<file path="config.mk">
export PLATFORM = sky130hd
export DESIGN_NAME = abn_dpath
export DESIGN_NICKNAME = d
export VERILOG_FILES = /design/src/hw/rtl/abn_pkg.sv /design/src/hw/rtl/abn_dpath.sv
export SDC_FILE = /design/constraint.sdc
export NUM_CORES = 1
export LEC_CHECK = 0
export BUFFER_PORTS_ARGS = -buffer_cell sky130_fd_sc_hd__buf_2
export CAP_MARGIN = 40
export CORE_ASPECT_RATIO = 1.75
export CORE_MARGIN = 5
export CORE_UTILIZATION = 60
export CTS_CLUSTER_DIAMETER = 150
export CTS_CLUSTER_SIZE = 25
export DETAILED_ROUTE_END_ITERATION = 10
export GPL_TIMING_DRIVEN = 0
export PLACE_DENSITY = 0.84
export REMOVE_ABC_BUFFERS = 1
export SYNTH_ARGS = -nofsm -noshare
export SYNTH_HDL_FRONTEND = slang
export SYNTH_SLANG_ARGS = --single-unit
</file>
<file path="constraint.sdc">
create_clock -name i_clk -period 9.3 [get_ports i_clk]
set_input_delay 0.465 -clock i_clk [delete_from_list [all_inputs] [get_ports i_clk]]
set_output_delay 0.465 -clock i_clk [all_outputs]
set_load 0.02 [all_outputs]
</file>
<file path="src/hw/rtl/abn_pkg.sv">
// ----------------------------------------------------------------------------
// abn_pkg: shared types, constants and microcode for the abundance test
// Widths, control word layout, the microprogram table and small helpers
// used by the sequencer, the datapath and the top level.
// ----------------------------------------------------------------------------
package abn_pkg;

    // Value width used for n; port width of n and divisor_sum are fixed
    localparam int VALUE_BITS   = 16;
    localparam int IN_N_BITS    = 16;
    localparam int OUT_SUM_BITS = 20;
    // Proper divisor sum stays below 5*n for any n under 2^32
    localparam int SUM_BITS     = VALUE_BITS + 3;
    localparam int CMP_BITS     = (SUM_BITS > OUT_SUM_BITS) ? SUM_BITS : OUT_SUM_BITS;
    localparam int EXT_BITS     = (IN_N_BITS > VALUE_BITS) ? IN_N_BITS : VALUE_BITS;

    typedef logic [VALUE_BITS-1:0]        t_val;
    typedef logic signed [VALUE_BITS:0]   t_rem;
    typedef logic [SUM_BITS-1:0]          t_sum;
    typedef logic [IN_N_BITS-1:0]         t_in_n;
    typedef logic [OUT_SUM_BITS-1:0]      t_out_sum;

    // Datapath operations
    typedef enum logic [2:0] {
        OP_NONE,
        OP_LOAD,
        OP_TSTEP,
        OP_FIX,
        OP_EMIT
    } t_op;

    // Branch conditions
    typedef enum logic [2:0] {
        COND_ALWAYS,
        COND_IN_VALID,
        COND_HALF_ZERO,
        COND_AT_HALF,
        COND_R_NEG,
        COND_OUT_FREE
    } t_cond;

    // Microprogram addresses
    typedef logic [2:0] t_upc;
    localparam t_upc UPC_IDLE  = 3'd0;
    localparam t_upc UPC_CHECK = 3'd1;
    localparam t_upc UPC_TSTEP = 3'd2;
    localparam t_upc UPC_FIX   = 3'd3;
    localparam t_upc UPC_EMIT  = 3'd4;

    typedef struct packed {
        t_op   op;
        t_cond cond;
        t_upc  tgt_true;
        t_upc  tgt_false;
    } t_uword;

    // Sequencer to datapath
    typedef struct packed {
        t_op  op;
        logic hit;
    } t_dp_ctrl;

    // Datapath to sequencer
    typedef struct packed {
        logic half_zero;
        logic at_half;
        logic r_neg;
        logic out_free;
    } t_dp_stat;

    // Microprogram: trial divisor walk with an incremental quotient/remainder
    function automatic t_uword ucode_rom(input t_upc pc);
        t_uword w;
        case (pc)
            UPC_IDLE:  w = '{OP_LOAD,  COND_IN_VALID,  UPC_CHECK, UPC_IDLE};
            UPC_CHECK: w = '{OP_NONE,  COND_HALF_ZERO, UPC_EMIT,  UPC_TSTEP};
            UPC_TSTEP: w = '{OP_TSTEP, COND_AT_HALF,   UPC_EMIT,  UPC_FIX};
            UPC_FIX:   w = '{OP_FIX,   COND_R_NEG,     UPC_FIX,   UPC_TSTEP};
            UPC_EMIT:  w = '{OP_EMIT,  COND_OUT_FREE,  UPC_IDLE,  UPC_EMIT};
            default:   w = '{OP_NONE,  COND_ALWAYS,    UPC_IDLE,  UPC_IDLE};
        endcase
        return w;
    endfunction

    // Keep the low VALUE_BITS of the input, zero-extend when wider
    function automatic t_val take_value(input t_in_n n);
        logic [EXT_BITS-1:0] ext;
        ext = EXT_BITS'(n);
        return ext[VALUE_BITS-1:0];
    endfunction

    // Clamp the exact sum to the output width
    function automatic t_out_sum sat_sum(input t_sum total);
        logic [CMP_BITS-1:0] ext;
        ext = CMP_BITS'(total);
        if (ext > CMP_BITS'({OUT_SUM_BITS{1'b1}})) begin
            return '1;
        end
        return ext[OUT_SUM_BITS-1:0];
    endfunction

endpackage

</file>
<file path="src/hw/rtl/abn_dpath.sv">
// ----------------------------------------------------------------------------
// abn_dpath: trial divisor datapath and output register
// Keeps n = q*d + r while d counts up; a zero remainder adds d to the
// running total. Result goes to an output register held until taken.
// ----------------------------------------------------------------------------
module abn_dpath
    import abn_pkg::*;
(
    input  logic     i_clk,
    input  logic     i_rst_n,
    input  t_dp_ctrl i_ctrl,
    input  t_in_n    i_n,
    input  logic     i_out_ready,
    output t_dp_stat o_stat,
    output logic     o_out_valid,
    output t_out_sum o_divisor_sum,
    output logic     o_is_abundant
);

    t_val     r_n, n_n;
    t_val     r_half, n_half;
    t_val     r_d, n_d;
    t_val     r_q, n_q;
    t_rem     r_r, n_r;
    t_sum     r_total, n_total;
    logic     r_out_valid, n_out_valid;
    t_out_sum r_out_sum, n_out_sum;
    logic     r_out_abund, n_out_abund;
    t_val     w_n_eff;
    logic     w_out_free;

    assign w_n_eff    = take_value(i_n);
    assign w_out_free = !r_out_valid || i_out_ready;

    // Status for the sequencer
    assign o_stat = '{half_zero: (r_half == '0),
                      at_half:   (r_d == r_half),
                      r_neg:     r_r[VALUE_BITS],
                      out_free:  w_out_free};

    // Next values per operation
    always_comb begin
        n_n         = r_n;
        n_half      = r_half;
        n_d         = r_d;
        n_q         = r_q;
        n_r         = r_r;
        n_total     = r_total;
        n_out_valid = r_out_valid && !i_out_ready;
        n_out_sum   = r_out_sum;
        n_out_abund = r_out_abund;
        case (i_ctrl.op)
            OP_LOAD: begin
                if (i_ctrl.hit) begin
                    n_n     = w_n_eff;
                    n_half  = w_n_eff >> 1;
                    n_d     = VALUE_BITS'(1);
                    n_q     = w_n_eff;
                    n_r     = '0;
                    n_total = '0;
                end
            end
            OP_TSTEP: begin
                // remainder zero: d divides n
                if (r_r == '0) begin
                    n_total = r_total + SUM_BITS'(r_d);
                end
                n_d = r_d + VALUE_BITS'(1);
                n_r = r_r - $signed({1'b0, r_q});
            end
            OP_FIX: begin
                // pull the remainder back into range, one quotient step
                if (i_ctrl.hit) begin
                    n_r = r_r + $signed({1'b0, r_d});
                    n_q = r_q - VALUE_BITS'(1);
                end
            end
            OP_EMIT: begin
                if (i_ctrl.hit) begin
                    n_out_valid = 1'b1;
                    n_out_sum   = sat_sum(r_total);
                    n_out_abund = (r_total > SUM_BITS'(r_n));
                end
            end
            default: begin
            end
        endcase
    end

    // Working registers and output payload
    always_ff @(posedge i_clk) begin
        r_n         <= n_n;
        r_half      <= n_half;
        r_d         <= n_d;
        r_q         <= n_q;
        r_r         <= n_r;
        r_total     <= n_total;
        r_out_sum   <= n_out_sum;
        r_out_abund <= n_out_abund;
    end

    // Output valid
    always_ff @(posedge i_clk) begin
        if (!i_rst_n) begin
            r_out_valid <= 1'b0;
        end else begin
            r_out_valid <= n_out_valid;
        end
    end

    assign o_out_valid   = r_out_valid;
    assign o_divisor_sum = r_out_sum;
    assign o_is_abundant = r_out_abund;

    // Remainder is in [0, d) whenever a trial divisor is tested
    a_rem_range: assert property (@(posedge i_clk) disable iff (!i_rst_n)
        (i_ctrl.op == OP_TSTEP) |-> (!r_r[VALUE_BITS] && (r_r < $signed({1'b0, r_d}))))
        else $error("remainder out of range at trial step");

    // Trial divisor never passes n/2
    a_d_bound: assert property (@(posedge i_clk) disable iff (!i_rst_n)
        (i_ctrl.op == OP_TSTEP) |-> (r_d <= r_half) && (r_d != '0))
        else $error("trial divisor out of range");

    // A granted emit always raises output valid
    a_emit_valid: assert property (@(posedge i_clk) disable iff (!i_rst_n)
        (i_ctrl.op == OP_EMIT && i_ctrl.hit) |=> r_out_valid)
        else $error("emit did not load the output register");

endmodule

</file>
==> results.tsv, run 1 <==
stage	metric	value	unit
outcome	status	completed	
setup_path	RR Startpoint	r_q[4]	
power_and_ir_drop	PwrDens	145	nW/µm²
grt	GR Util All Layers	25.5	%
route	DR iter-0 viols	323	
route	drt wl/cell	19.1	µm
timing	Slew @ Worst Pin	0.838	ns
logic_synthesis	ys flop type	edfxtp_1	
clock_network	cts hold-fix bufs	0	
logic_synthesis	Synth Area in Adders	10.2	%
job	Max Cap Viol	0	
grt	routing usage on met2	46.4	%
timing	RSZ-0062 raised after global routing	no	
grt	met1 usage	25.7	%
route	drt total wl	16100	µm
setup_path	CP Class	in2reg	
placement	placed instance count	824	
grt	global-route wire length before repair	25900	µm
clock_network	clk sinks	105	
setup_path	FF-to-FF setup slack	5.63	ns
placement	post-DP HPWL	12600	µm
floorplanning	IO Count	49	
route	post-route ant nets	0	
logic_synthesis	Mapped Area	6660	µm²
placement	port buffer count	47	
clock_network	Clock Latency Late Sink	0.35	ns
timing	setup violators final	0	
floorplanning	Core ar.	11000	µm²
clock_network	CTS Buf Count	9	
grt	number of global-route vias before repair	5506	
logic_synthesis	Distinct cells, synth	65	
setup_path	Worst setup EP type	flop	
floorplanning	num rows	51	
cells_and_area	final core occ	67.1	%
route	drt drc	0	
setup_path	Max FO, Critical Path	32	
logic_synthesis	flop and latch count out of synthesis	105	
clock_network	clk slew on worst S/H paths	0.07	ns
setup_path	crit path launch type	input pin	
floorplanning	Initial Util	60.6	%
min_path	hold depth	1	
timing	highest clock rate	0.252	GHz
power_and_ir_drop	leakage	2.92	nW
cells_and_area	nets	779	
clock_network	Clock Path Buffers	2	
timing	crit share post-route	42.6	%
timing	Final Max Slew Viols	0	
min_path	HP Start	i_n[15]	
floorplanning	die area	13400	µm²
clock_network	CTS tree	built	
cells_and_area	share of layout cells above drive strength 1	11.7	%
min_path	Hold EP	r_n[15]	
setup_path	cells on worst reg2reg path	12	
timing	minimum clock period	3.96	ns
clock_network	PostCTS Resize Cnt	0	
logic_synthesis	post-synthesis mux area share	0.526	%
logic_synthesis	Post-synth EDFFs	104	
grt	initial antenna violation count	0	
cells_and_area	Layout Area Growth over Synthesis	10.6	%
logic_synthesis	largest family of logic cells by synthesized area	simple AND/OR/NAND/NOR gates	
cells_and_area	Non-Filler Instances	839	
min_path	worst min path class	in2reg	
setup_path	R2R Path End	r_r[13]	
timing	Final Hold Viols	0	
grt	largest net degree at the start of global routing	33	
power_and_ir_drop	worst vdd ir	0.140	mV
logic_synthesis	synthesized-area fraction occupied by and/or/nand/nor cells	18.5	%
logic_synthesis	Post-Synth XOR/XNOR Area	8.03	%
grt	met3 Usage GRT	3.98	%
timing	Setup Skew	0.00886	ns
logic_synthesis	Synth Area in Compound Gates	12.3	%
timing	Rel. slew slack	44.1	%
placement	routability cong.	0.942	
grt	Overflow after GRT	0	
logic_synthesis	Synth warnings	0	
route	vias per inst	6.24	
logic_synthesis	syn avg cell area	10.2	µm²
cells_and_area	ANT cells	0	
floorplanning	Die X	89.6	µm
floorplanning	Die H	149	µm
logic_synthesis	ys async rst share	0	%
clock_network	Root Driver	clkbuf_16	
setup_path	Worst Path Arrival	4.06	ns
logic_synthesis	register area share after synthesis	47.2	%
setup_path	Worst Path Required	9.40	ns
logic_synthesis	Syn Inst Count	655	
grt	Top Usage Layer GRT	met2	
route	via count	5235	
route	drt first pass iters	5	
clock_network	Post-CTS Setup Inserts	0	
timing	setup TNS	0	ns
clock_network	# H-tree levels	3	
## metrics by stage
| stage | worst slack, ns | instance area [µm²] | hold slack (ns) | power, mW |
|---|---|---|---|---|
| floorplan | 5.64 | 6580 | 0.454 | 0.658 |
| global placement | 4.02 | 6980 | 0.478 | 0.691 |
| detailed placement | 5.00 | 7080 | 0.483 | 0.702 |
| CTS | 5.38 | 7360 | 0.299 | 1.07 |
| global route | 5.03 | 7360 | 0.292 | 1.11 |
| finish | 5.34 | 7360 | 0.301 | 1.07 |
## sequential cells by signal, indices dropped and copies added (netlist names)
signal and count:
r_q 16, o_out_valid 1, r_r 17, r_d 16, o_divisor_sum 19, r_n 16, o_is_abundant 1, r_total 19
## cell families (layout without fill, tap and decap cells)
| family | Yosys count | count (layout) |
|---|---|---|
| and+or+nand+nor | 247 | 247 |
| AOI/OAI and AO/OA | 132 | 132 |
| other | 1 | 1 |
| xor gates and xnor gates | 61 | 61 |
| muxes | 3 | 3 |
| adders and majority gates | 53 | 53 |
| buffers and inverters | 53 | 105 |
| DFF | 105 | 105 |
## layout by cell type, fill, tap and decap left out, types with 3 or more instances in the layout
| cell type | Yosys | layout |
|---|---|---|
| nand4_1 | 10 | 10 |
| buf_2 | 0 | 47 |
| nand2_1 | 70 | 70 |
| nor3_1 | 21 | 21 |
| a211o_1 | 3 | 3 |
| and3_1 | 5 | 5 |
| and4_1 | 3 | 3 |
| nand3_1 | 11 | 11 |
| nor2b_1 | 6 | 6 |
| a31oi_1 | 3 | 3 |
| a21o_1 | 13 | 13 |
| edfxtp_1 | 104 | 104 |
| a21oi_1 | 35 | 34 |
| nand2b_1 | 5 | 5 |
| clkinv_2 | 0 | 3 |
| clkbuf_16 | 0 | 9 |
| xor2_1 | 31 | 31 |
| xnor2_1 | 30 | 30 |
| or3_1 | 9 | 9 |
| nor2_1 | 74 | 74 |
| o21a_1 | 7 | 7 |
| o21ai_0 | 44 | 43 |
| ha_1 | 51 | 51 |
| a211oi_1 | 4 | 4 |
| inv_1 | 37 | 37 |
| buf_8 | 0 | 3 |
| nor4_1 | 7 | 7 |
| and2_1 | 6 | 6 |
## report_power, final
| part | internal [mW] | switching (mW) | leakage [nW] |
|---|---|---|---|
| clock | 0.206 | 0.169 | 0.139 |
| sequential | 0.537 | 0.0155 | 0.974 |
| combinational | 0.0569 | 0.0849 | 1.81 |
## synth_stat cells, types with 4 or more instances
| master | number | area, µm² |
|---|---|---|
| a211oi_1 | 4 | 30.0 |
| a21o_1 | 13 | 97.6 |
| a21oi_1 | 35 | 175 |
| and2_1 | 6 | 37.5 |
| and3_1 | 5 | 31.3 |
| clkbuf_1 | 13 | 48.8 |
| edfxtp_1 | 104 | 3120 |
| ha_1 | 51 | 638 |
| inv_1 | 37 | 139 |
| nand2_1 | 70 | 263 |
| nand2b_1 | 5 | 31.3 |
| nand3_1 | 11 | 55.1 |
| nand4_1 | 10 | 62.6 |
| nor2_1 | 74 | 278 |
| nor2b_1 | 6 | 37.5 |
| nor3_1 | 21 | 105 |
| nor4_1 | 7 | 43.8 |
| o21a_1 | 7 | 52.6 |
| o21ai_0 | 44 | 220 |
| or3_1 | 9 | 56.3 |
| xnor2_1 | 30 | 263 |
| xor2_1 | 31 | 272 |
## worst max-delay path, stage by stage
cell and delay (ns):
buf_2 0.14, nor2b_1 0.55, nand2_1 0.50, buf_8 0.32, o21ai_0 0.23, ha_1 0.33
a21o_1 0.20, a21oi_1 0.18, a21oi_1 0.13, a211o_1 0.35, o21bai_2 0.17, a2111oi_0 0.11
or3_1 0.38
## how the worst max path moves through the flow
stage	cells past startpoint	endpoint	start
2_1_floorplan	11	r_r[13]	i_ctrl[2]
3_3_place_gp	5	r_total[0]	i_ctrl[2]
3_5_place_dp	13	r_r[13]	i_ctrl[2]
4_1_cts	14	r_r[13]	i_ctrl[2]
5_1_grt	13	r_r[13]	i_ctrl[2]
6_report	13	r_r[13]	i_ctrl[2]
## area by class of cell
cell class                      instances  area [µm²]
Fill cell                             836        3620
Tap cell                              132         165
Sequential cell                       105        3140
Clock buffer                           11         233
Inverter                               37         139
Clock inverter                          4        45.0
Timing Repair Buffer                   53         310
Multi-Input combinational cell        497        3320
## layer usage
layer	wire, µm	up-vias
li1	-	2474
met1	5330	2492
met2	9020	201
met3	685	68
met4	1020	0
met5	0	-
No activity file was read; power rests on OpenSTA's default activity.
==> inputs of run 2 (changes only) <==
Clock period 9.3 ns to 3.9 ns, I/O delays scaled along.
==> run 2 against run 1 <==
  * First-iteration DRC count is 4.3% lower
  * Sequential share of layout area hardly changed
  * Sequential power is 140% higher
  * Die area stayed put
  * Combinational power is 140% higher
  * Cell count stayed put
  * Via count is 0.63% lower
  * Highest routed layer unchanged
  * Clock-buffer cell count stayed put
==> results.tsv, run 2 (synthesized netlist as in run 1, its figures left out) <==
stage	metric	value	unit	change
route	drt wl/cell	19.2	µm	+0.49%
placement	port buffer count	47		unchanged
route	drt drc	0		unchanged
cells_and_area	Layout Area Growth over Synthesis	10.6	%	about the same
clock_network	Post-CTS Setup Inserts	0		unchanged
grt	number of global-route vias before repair	5506		unchanged
power_and_ir_drop	PwrDens	347	nW/µm²	+140%
clock_network	clk sinks	105		unchanged
timing	setup violators final	0		unchanged
grt	global-route wire length before repair	25900	µm	unchanged
cells_and_area	nets	779		unchanged
setup_path	CP Class	reg2reg		
floorplanning	die area	13400	µm²	unchanged
grt	GR Util All Layers	25.5	%	unchanged
setup_path	crit path launch type	flop		
cells_and_area	Non-Filler Instances	839		unchanged
clock_network	Clock Latency Late Sink	0.35	ns	about the same
cells_and_area	final core occ	67.1	%	about the same
setup_path	Worst Path Arrival	3.77	ns	-0.29 ns
clock_network	CTS tree	built		
floorplanning	IO Count	49		unchanged
job	Max Cap Viol	0		unchanged
timing	final worst slack	0.231	ns	-5.11 ns
clock_network	Clock Path Buffers	2		unchanged
timing	Setup Skew	0.00989	ns	+0.00103 ns
timing	RSZ-0062 raised after global routing	no		
timing	Rel. slew slack	44.3	%	+0.20 points
placement	placed instance count	824		unchanged
timing	Final Hold Viols	0		unchanged
power_and_ir_drop	P_int	1.91	mW	+140%
placement	pre-CTS setup slack	-0.132	ns	-5.13 ns
timing	minimum clock period	3.67	ns	
power_and_ir_drop	Clock power frac	35.1	%	about the same
route	drt total wl	16100	µm	+0.49%
clock_network	CTS Buf Count	9		unchanged
power_and_ir_drop	total power	2.55	mW	+140%
min_path	worst min path class	in2reg		
min_path	HP Start	i_n[15]		
power_and_ir_drop	Net Sw Frac	25.2	%	+0.039 points
setup_path	worst setup path start	r_q[3]		
power_and_ir_drop	switching power total	0.644	mW	+140%
timing	Slew @ Worst Pin	0.835	ns	-0.00299 ns
outcome	status	completed		
timing	crit share post-route	94.1	%	
cells_and_area	commonest non-fill, non-tap cell in the layout	edfxtp_1		
floorplanning	num rows	51		unchanged
grt	initial antenna violation count	0		unchanged
cells_and_area	ANT cells	0		unchanged
power_and_ir_drop	sequential power share	51.6	%	about the same
setup_path	Max FO, Critical Path	7		-78%
setup_path	RR Startpoint	r_q[3]		
setup_path	cells on worst reg2reg path	12		unchanged
route	vias per inst	6.20		-0.63%
route	post-route ant nets	0		unchanged
placement	routability cong.	0.942		unchanged
timing	highest clock rate	0.273	GHz	
grt	largest net degree at the start of global routing	33		unchanged
floorplanning	Die H	149	µm	unchanged
clock_network	Root Driver	clkbuf_16		
floorplanning	Die X	89.6	µm	unchanged
power_and_ir_drop	leakage	2.92	nW	about the same
route	DR iter-0 viols	309		-4.3%
setup_path	Worst setup EP type	flop		
power_and_ir_drop	worst vdd ir	0.333	mV	+140%
power_and_ir_drop	fraction of power consumed by combinational cells	13.3	%	about the same
floorplanning	Initial Util	60.6	%	unchanged
min_path	hold depth	1		unchanged
route	drt first pass iters	5		unchanged
placement	post-DP HPWL	12600	µm	unchanged
clock_network	# H-tree levels	3		unchanged
route	via count	5202		-0.63%
grt	Overflow after GRT	0		unchanged
cells_and_area	share of layout cells above drive strength 1	11.9	%	+0.14 points
clock_network	clk slew on worst S/H paths	0.07	ns	about the same
setup_path	Worst Path Required	4.00	ns	-5.40 ns
floorplanning	Core ar.	11000	µm²	unchanged
timing	Final Max Slew Viols	0		unchanged
cells_and_area	commonest cells after routing, fill and taps aside	edfxtp_1 (104), nor2_1 (74), nand2_1 (70)		
## run 2: cell counts in the layout (fill, tap and decap cells not counted)
No cell type changed its count.
## run 2: final cells by class
class                      count  area [µm²]
timing repair buffer          53         310
clock inverter                 4        45.0
tap                          132         165
fill                         834        3610
clock buffer                  11         233
multi-input combinational    497        3330
inverter                      37         139
sequential                   105        3140
## run 2: through the flow
step	area [µm²]	hold slack (ns)	TNS [ns]
4_1_cts	7360	0.0293	0
5_1_grt	7360	0.0225	0
3_5_place_dp	7080	0.389	-0.233
6_report	7360	0.0301	0
3_3_place_gp	6980	0.390	-23.59
2_1_floorplan	6580	0.294	0
## run 2: final timing paths
check,endpoint,slack [ns]
worst max-delay path,r_r[13],0.23
worst min register to register,o_divisor_sum[7],0.51
worst max register to register,r_r[13],0.23
worst min-delay path,r_n[15],0.03
## run 2: repair_timing
action                                  in CTS  in global routing
hold buffers                                 0                  0
endpoints found under the setup margin       0                  2
resized for setup                            0                  1
## run 2: per-layer routing
layer | GRT usage (%) | vias to the layer above | share of wire, %
li1 | - | 2471 | -
met1 | 25.7 | 2464 | 34
met2 | 46.4 | 205 | 56
met3 | 3.98 | 62 | 4.2
met4 | 16.0 | 0 | 5.9
met5 | 0 | - | 0
## run 2: power groups by stage
stage                     logic (mW)  clock network, mW  registers, mW
after floorplan                0.235                  0           1.33
after global placement         0.308                  0           1.34
after detailed placement       0.333                  0           1.34
after CTS                      0.335              0.894           1.32
after global routing           0.374              0.947           1.32
final                          0.340              0.896           1.32
## run 2: worst max-delay path, stage by stage, from the launching register on
cell and delay (ns):
edfxtp_1 0.48, nor4_4 0.49, nand3_4 0.18, nor3_1 0.24, xor2_1 0.22, o21ai_0 0.12, ha_1 0.43, nand4_1 0.14
a21oi_1 0.24, a211o_1 0.23, o21bai_2 0.10, and4_1 0.20, or3_1 0.36
